<file path="src/rtl/htbd_pkg.sv">
// ---------------------------------------------------------------------------
// htbd_pkg: shared types and helpers for the hex text byte decoder
// Command codes, character constants, decoder state and result types.
// ---------------------------------------------------------------------------
`default_nettype none

package htbd_pkg;

  typedef enum logic [1:0] {
    CMD_CHAR  = 2'd0,
    CMD_END   = 2'd1,
    CMD_CLEAR = 2'd2,
    CMD_NONE  = 2'd3
  } cmd_t;

  localparam logic [7:0] CHAR_SPACE = 8'h20;
  localparam logic [7:0] CHAR_TAB   = 8'h09;
  localparam logic [7:0] CHAR_LF    = 8'h0A;
  localparam logic [7:0] CHAR_CR    = 8'h0D;
  localparam logic [7:0] CHAR_COMMA = 8'h2C;
  localparam logic [7:0] CHAR_SEMI  = 8'h3B;
  localparam logic [7:0] CHAR_LOW_X = 8'h78;
  localparam logic [7:0] CHAR_UP_X  = 8'h58;
  localparam logic [7:0] CHAR_0     = 8'h30;
  localparam logic [7:0] CHAR_9     = 8'h39;
  localparam logic [7:0] CHAR_UP_A  = 8'h41;
  localparam logic [7:0] CHAR_UP_F  = 8'h46;
  localparam logic [7:0] CHAR_LOW_A = 8'h61;
  localparam logic [7:0] CHAR_LOW_F = 8'h66;

  // Token state carried from one character to the next.
  typedef struct packed {
    logic [3:0] held_nibble;
    logic       nibble_held;
    logic       zero_prefix_held;
    logic       within_token;
  } dec_state_t;

  // Outcome of one beat: whether a byte results, and its value.
  typedef struct packed {
    logic       emit;
    logic [7:0] data;
  } dec_result_t;

  typedef struct packed {
    logic       valid;
    logic [3:0] value;
  } digit_t;

  function automatic digit_t digit_value(input logic [7:0] c);
    digit_t     d;
    logic [7:0] t;
    d = '0;
    t = '0;
    if (c >= CHAR_0 && c <= CHAR_9) begin
      t = c - CHAR_0;
      d.valid = 1'b1;
      d.value = t[3:0];
    end else if (c >= CHAR_UP_A && c <= CHAR_UP_F) begin
      t = c - CHAR_UP_A + 8'd10;
      d.valid = 1'b1;
      d.value = t[3:0];
    end else if (c >= CHAR_LOW_A && c <= CHAR_LOW_F) begin
      t = c - CHAR_LOW_A + 8'd10;
      d.valid = 1'b1;
      d.value = t[3:0];
    end
    return d;
  endfunction

  function automatic logic is_separator(input logic [7:0] c);
    return (c == CHAR_SPACE) || (c == CHAR_TAB) || (c == CHAR_LF) ||
           (c == CHAR_CR) || (c == CHAR_COMMA) || (c == CHAR_SEMI);
  endfunction

endpackage

`default_nettype wire

</file>
<file path="src/rtl/hex_text_byte_decoder_core.sv">
// ---------------------------------------------------------------------------
// hex_text_byte_decoder_core: hex text to byte decoder
// Turns a stream of text characters into bytes, pairing hex digits.
// ---------------------------------------------------------------------------
// Usage: each input beat carries cmd and char_code; cmd selects a text
// character, an end-of-text flush, a clear of pending state or no action. Each
// input beat gives zero or one output beat carrying data_byte.
// Path: an accepted beat sits in the input register and is decoded there;
// a resulting byte is loaded into the result register when the beat leaves
// the input register, and is shown on out_valid from then on.
// Throughput: one character per cycle while in_stall is low, set by the single
// decode step between the input register and the result register.
// Reset: rst clears the token state and both valid flags; no beats are held.
// Stall: while out_stall holds a byte, characters that give no byte keep
// flowing; a character that would give a byte waits in the input register,
// and then in_stall rises until the receiver takes the held byte.
// ---------------------------------------------------------------------------
`default_nettype none

module hex_text_byte_decoder_core (
  input  wire logic       clk,
  input  wire logic       rst,
  input  wire logic       in_valid,
  output logic            in_stall,
  input  wire logic [1:0] cmd,
  input  wire logic [7:0] char_code,
  output logic            out_valid,
  input  wire logic       out_stall,
  output logic [7:0]      data_byte
);
  import htbd_pkg::*;

  logic        in_full;
  cmd_t        in_cmd;
  logic [7:0]  in_char;
  logic        advance;
  logic        out_free;
  dec_result_t res;

  // A beat leaves the input register when its byte has room, or it has none.
  assign advance  = in_full && (out_free || !res.emit);
  assign in_stall = in_full && !advance;

  always_ff @(posedge clk) begin
    if (rst) begin
      in_full <= 1'b0;
    end else if (!in_stall) begin
      in_full <= in_valid;
    end
  end

  always_ff @(posedge clk) begin
    if (in_valid && !in_stall) begin
      in_cmd  <= cmd_t'(cmd);
      in_char <= char_code;
    end
  end

  htbd_step u_step (
    .clk       (clk),
    .rst       (rst),
    .fire      (advance),
    .cmd       (in_cmd),
    .char_code (in_char),
    .res       (res)
  );

  htbd_out_reg u_out (
    .clk       (clk),
    .rst       (rst),
    .load      (advance),
    .res       (res),
    .free      (out_free),
    .out_valid (out_valid),
    .out_stall (out_stall),
    .data_byte (data_byte)
  );

  a_stall_only_full: assert property (@(posedge clk) disable iff (rst)
    in_stall |-> in_full)
    else $error("input stalled while its register is empty");

  a_held_beat_waits: assert property (@(posedge clk) disable iff (rst)
    in_stall |=> in_full)
    else $error("stalled input beat lost");

  a_stall_needs_out: assert property (@(posedge clk) disable iff (rst)
    in_stall |-> (out_valid && out_stall && res.emit))
    else $error("input stalled without a blocked byte");

endmodule

`default_nettype wire

</file>
<file path="src/rtl/htbd_step.sv">
// ---------------------------------------------------------------------------
// htbd_step: per-character decode step and token state
// Decides the result of one beat from the token state and updates that state.
// ---------------------------------------------------------------------------
`default_nettype none

module htbd_step (
  input  wire logic                 clk,
  input  wire logic                 rst,
  input  wire logic                 fire,
  input  wire htbd_pkg::cmd_t       cmd,
  input  wire logic [7:0]           char_code,
  output htbd_pkg::dec_result_t     res
);
  import htbd_pkg::*;

  dec_state_t  state;
  dec_state_t  state_next;
  dec_state_t  cur;
  dec_result_t end_res;
  digit_t      dig;
  logic        is_x;

  assign dig  = digit_value(char_code);
  assign is_x = (char_code == CHAR_LOW_X) || (char_code == CHAR_UP_X);

  // A byte that ending the token would give: a held '0' reads as nibble zero.
  assign end_res.emit = state.zero_prefix_held || state.nibble_held;
  assign end_res.data = {4'd0, state.zero_prefix_held ? 4'd0 : state.held_nibble};

  always_comb begin
    state_next = state;
    res        = '0;
    cur        = state;
    case (cmd)
      CMD_END: begin
        res        = end_res;
        state_next = '0;
      end
      CMD_CLEAR: begin
        state_next = '0;
      end
      CMD_CHAR: begin
        if (is_separator(char_code)) begin
          res        = end_res;
          state_next = '0;
        end else if (state.zero_prefix_held && is_x) begin
          state_next.zero_prefix_held = 1'b0;
          state_next.within_token     = 1'b1;
        end else begin
          // A held '0' not followed by x becomes the pending nibble.
          if (state.zero_prefix_held) begin
            cur.zero_prefix_held = 1'b0;
            cur.nibble_held      = 1'b1;
            cur.held_nibble      = 4'd0;
          end
          if (!dig.valid) begin
            res        = end_res;
            state_next = '0;
          end else if (!cur.within_token && dig.value == 4'd0 && !cur.nibble_held) begin
            state_next                  = cur;
            state_next.zero_prefix_held = 1'b1;
            state_next.within_token     = 1'b1;
          end else if (!cur.nibble_held) begin
            state_next              = cur;
            state_next.within_token = 1'b1;
            state_next.held_nibble  = dig.value;
            state_next.nibble_held  = 1'b1;
          end else begin
            res.emit                = 1'b1;
            res.data                = {cur.held_nibble, dig.value};
            state_next              = cur;
            state_next.within_token = 1'b1;
            state_next.nibble_held  = 1'b0;
            state_next.held_nibble  = 4'd0;
          end
        end
      end
      default: begin
        state_next = state;
      end
    endcase
  end

  always_ff @(posedge clk) begin
    if (rst) begin
      state <= '0;
    end else if (fire) begin
      state <= state_next;
    end
  end

  a_no_double_pending: assert property (@(posedge clk) disable iff (rst)
    !(state.zero_prefix_held && state.nibble_held))
    else $error("held zero and pending nibble at the same time");

  a_zero_in_token: assert property (@(posedge clk) disable iff (rst)
    state.zero_prefix_held |-> state.within_token)
    else $error("held zero outside a token");

  a_clear_empties: assert property (@(posedge clk) disable iff (rst)
    (fire && cmd == CMD_CLEAR) |=> (state == '0))
    else $error("clear left token state behind");

  a_end_empties: assert property (@(posedge clk) disable iff (rst)
    (fire && cmd == CMD_END) |=> (state == '0))
    else $error("end left token state behind");

endmodule

`default_nettype wire

</file>
<file path="src/rtl/htbd_out_reg.sv">
// ---------------------------------------------------------------------------
// htbd_out_reg: result register for decoded bytes
// Holds one decoded byte until the receiver takes the beat.
// ---------------------------------------------------------------------------
`default_nettype none

module htbd_out_reg (
  input  wire logic                 clk,
  input  wire logic                 rst,
  input  wire logic                 load,
  input  wire htbd_pkg::dec_result_t res,
  output logic                      free,
  output logic                      out_valid,
  input  wire logic                 out_stall,
  output logic [7:0]                data_byte
);
  import htbd_pkg::*;

  // The register can take a new byte when empty or emptying this cycle.
  assign free = !out_valid || !out_stall;

  always_ff @(posedge clk) begin
    if (rst) begin
      out_valid <= 1'b0;
    end else if (load) begin
      out_valid <= res.emit || (out_valid && out_stall);
    end else if (!out_stall) begin
      out_valid <= 1'b0;
    end
  end

  always_ff @(posedge clk) begin
    if (load && res.emit) begin
      data_byte <= res.data;
    end
  end

  a_no_overwrite: assert property (@(posedge clk) disable iff (rst)
    (out_valid && out_stall) |-> !(load && res.emit))
    else $error("stalled byte overwritten");

  a_load_shows: assert property (@(posedge clk) disable iff (rst)
    (load && res.emit) |=> out_valid)
    else $error("loaded byte not shown");

  a_empty_stays: assert property (@(posedge clk) disable iff (rst)
    (!out_valid && !(load && res.emit)) |=> !out_valid)
    else $error("byte appeared without a load");

endmodule

`default_nettype wire
</file>
<file path="config.mk">
export PLATFORM = sky130hd
export DESIGN_NAME = hex_text_byte_decoder_core
export DESIGN_NICKNAME = d
export VERILOG_FILES = /design/src/rtl/htbd_pkg.sv /design/src/rtl/hex_text_byte_decoder_core.sv /design/src/rtl/htbd_step.sv /design/src/rtl/htbd_out_reg.sv
export SDC_FILE = /design/constraint.sdc
export NUM_CORES = 1
export LEC_CHECK = 0
export BUFFER_PORTS_ARGS = -buffer_cell sky130_fd_sc_hd__buf_2
export CAP_MARGIN = 20
export CORE_ASPECT_RATIO = 1.4
export CORE_MARGIN = 2
export CORE_UTILIZATION = 53
export DETAILED_ROUTE_END_ITERATION = 16
export PLACE_DENSITY_LB_ADDON = 0.05
export SYNTH_ARGS = -nofsm -noshare
export SYNTH_HDL_FRONTEND = slang
export SYNTH_SLANG_ARGS = --single-unit
</file>
<file path="constraint.sdc">
create_clock -name clk -period 2.95 [get_ports clk]
set_input_delay 0.1475 -clock clk [delete_from_list [all_inputs] [get_ports clk]]
set_output_delay 0.1475 -clock clk [all_outputs]
set_load 0.02 [all_outputs]
</file>
==> results.tsv <==
metric	value	unit
dpl.hpwl	2.04	mm
cp.arrival	2.63	ns
antenna_found_initial	0	
cts_max_level	1	
start_kind	flip-flop	
ys_seq_area_frac	0.514	
initial_core_util	0.547	
ys_ff_latch	27	
yosys_warnings	0	
syn_nets	144	
final_hold_viol_count	0	
synth_cell_types	42	
place.gp.congestion	0.892	
coreArea	2560	um2
stdcell_area	1680	um2
rows	22	
grt_pass1_vias	1086	
netlist_instances	126	
ctsResizeCount	0	
status	completed	
routed_wl	2.66	mm
cts_made_buffers	3	
async_reset_ff_frac	0	
drive_gt1_frac	0.216	
num_vias	1125	
dr.first_iter.drc_count	31	
synth_common_cells	edfxtp_1 (18), nor2_1 (14), dfxtp_1 (9), inv_1 (9)	
fmax	394	MHz
diodes	0	
max_slew_margin	0.701	
synthSimpleGateAreaFrac	0.184	
fin_crit_sh	0.860	
worst_ir_drop_vdd	302	uV
worstMarginPinSlew	0.448	ns
final_cell_count_no_fill	198	
placed_cell_area	1560	um2
postCtsSetupBuffers	0	
yosys.area_share.adder	0.0357	
ant_nets	0	
fin_tns_setup	0	ns
wl_per_cell	13.4	um
synth_top_family_by_area	compound AO/OA/AOI/OAI gates	
grt_pass1_wl	4.45	mm
fill_cells	195	
cts_tree	built	
io_buffers	23	
power_density	403	nW/um2
synth_compound_area_frac	0.222	
globalRouteOverflowTotal	0	
clock-sinks	27	
avgSynthCellArea	11.1	um2
total_power	679	uW
yosys-top-cells-area	edfxtp_1 (39%), dfxtp_1 (13%), nor2_1 (3.8%)	
root_buffer	clkbuf_4	
synth.largest_area_cell	edfxtp_1	
clk_pin_slew	0.14	ns
synth_edf_count	18	
synthesis.area	1400	um2
viasPerCell	5.68	
hp-class	primary input to flip-flop	
ctsLongestPathBuffers	2	
rsz0062_at_grt	no	
worstPathRequired	3.04	ns
worst-setup-path-type	flip-flop to flip-flop	
setup_viol_count_final	0	
die_y	64.8	um
grt_max_degree	15	
synthMuxAreaShare	0	
drc	0	
p_leak	0.000638	uW
period_needed	2.54	ns
synth_flop_cell	edfxtp_1	
finClkSkew	0.00571	ns
path_max_fanout	9	
maxSlewViolCount	0	
drv_cap	0	
synthXorXnorAreaFrac	0.00625	
cp-end-kind	flip-flop	
grt_usage	0.201	
ios	24	
die_x	47.5	um
synth_top_area_share	0.386	
drtPass1Iterations	4	
synth.most_common_cell	edfxtp_1	
die_area	3080	um2
syn_to_final_growth	20.2	%
dp_cells	184	
clock_latency	0.32	ns
final_nets	181	
ctsHoldBuffers	10	
-- layout make-up --
cell class | instances | area, um2 | share of cell area
Sequential cell | 27 | 721 | 0.428
Multi-Input combinational cell | 87 | 628 | 0.373
Timing Repair Buffer | 35 | 230 | 0.137
Tap cell | 36 | 45.0 | 0.0267
Inverter | 9 | 33.8 | 0.0201
Clock buffer | 4 | 26.3 | 0.0156
-- critical path, cell delays in order (launching register included) --
cell and delay [ns]:
edfxtp_1 0.55, or4b_4 0.56, a311oi_4 0.35, nor2_2 0.13, a21o_1 0.24, o21a_1 0.25
a22o_1 0.24
-- worst paths after layout --
check	startpoint	endpoint	slack, ns	cells past startpoint
worst max-delay path	in_char[3]	u_out.data_byte[2]	0.41	6
worst min-delay path	in_valid	in_full	0.04	3
worst min register to register	u_step.state[5]	u_step.state[5]	0.51	2
worst max register to register	in_char[3]	u_out.data_byte[2]	0.41	6
-- power breakdown --
group	internal [uW]	switching, uW	leakage (uW)
Combinational	42.4	42.6	0.000382
Clock	53.0	105	0.0000150
Sequential	416	20.5	0.000242
Total	511	168	0.000638
-- cells in the final DEF (no fill, tap or decap), types with 2 or more instances in the layout --
cell | netlist | layout
a21oi_1 | 6 | 6
nor2b_1 | 3 | 3
and2_1 | 2 | 2
o21ai_0 | 3 | 3
and3_1 | 3 | 3
buf_4 | 0 | 2
dfxtp_1 | 9 | 9
nor3b_1 | 2 | 2
nand2_1 | 6 | 6
o211ai_1 | 2 | 2
nand4b_1 | 3 | 3
a21o_1 | 2 | 2
buf_2 | 0 | 23
a211oi_2 | 2 | 2
ha_1 | 4 | 4
dlygate4sd3_1 | 0 | 10
edfxtp_1 | 18 | 18
nor2_1 | 14 | 14
clkbuf_4 | 0 | 3
a32o_1 | 3 | 3
o21a_1 | 2 | 2
o31ai_1 | 2 | 2
a31oi_1 | 2 | 2
inv_1 | 9 | 9
a22o_1 | 6 | 6
o21ai_1 | 2 | 2
-- registers in the layout, indices dropped and copies added, names as in the netlist --
register         flops
u_out.data_byte      8
u_step.cur           1
u_step.state         6
in_full              1
u_out.out_valid      1
in_cmd               2
in_char              8
-- cells by family (layout without fill, tap and decap cells) --
group | after synthesis | in the layout
buffers and inverters | 12 | 48
DFF | 27 | 27
adders and majority gates | 4 | 4
AOI/OAI and AO/OA | 38 | 38
xor gates and xnor gates | 1 | 1
and+or+nand+nor | 44 | 44
-- stage by stage --
stage	util	setup WS, ns	hold slack [ns]
6_report	0.658	0.412	0.0354
5_1_grt	0.658	0.274	0.0708
4_1_cts	0.658	0.431	0.0363
3_5_place_dp	0.609	0.455	0.326
3_3_place_gp	0.609	0.446	0.325
2_1_floorplan	-	0.493	0.217
-- per-layer routing --
metal,routed length (um),global-route usage,vias to the layer above,share of wire
li1,-,-,548,-
met1,998,0.204,534,0.37
met2,1460,0.361,32,0.55
met3,83,0.0334,11,0.031
met4,120,0.104,0,0.045
met5,0,0,-,0
Note: power is estimated with default switching activity, not from simulation.
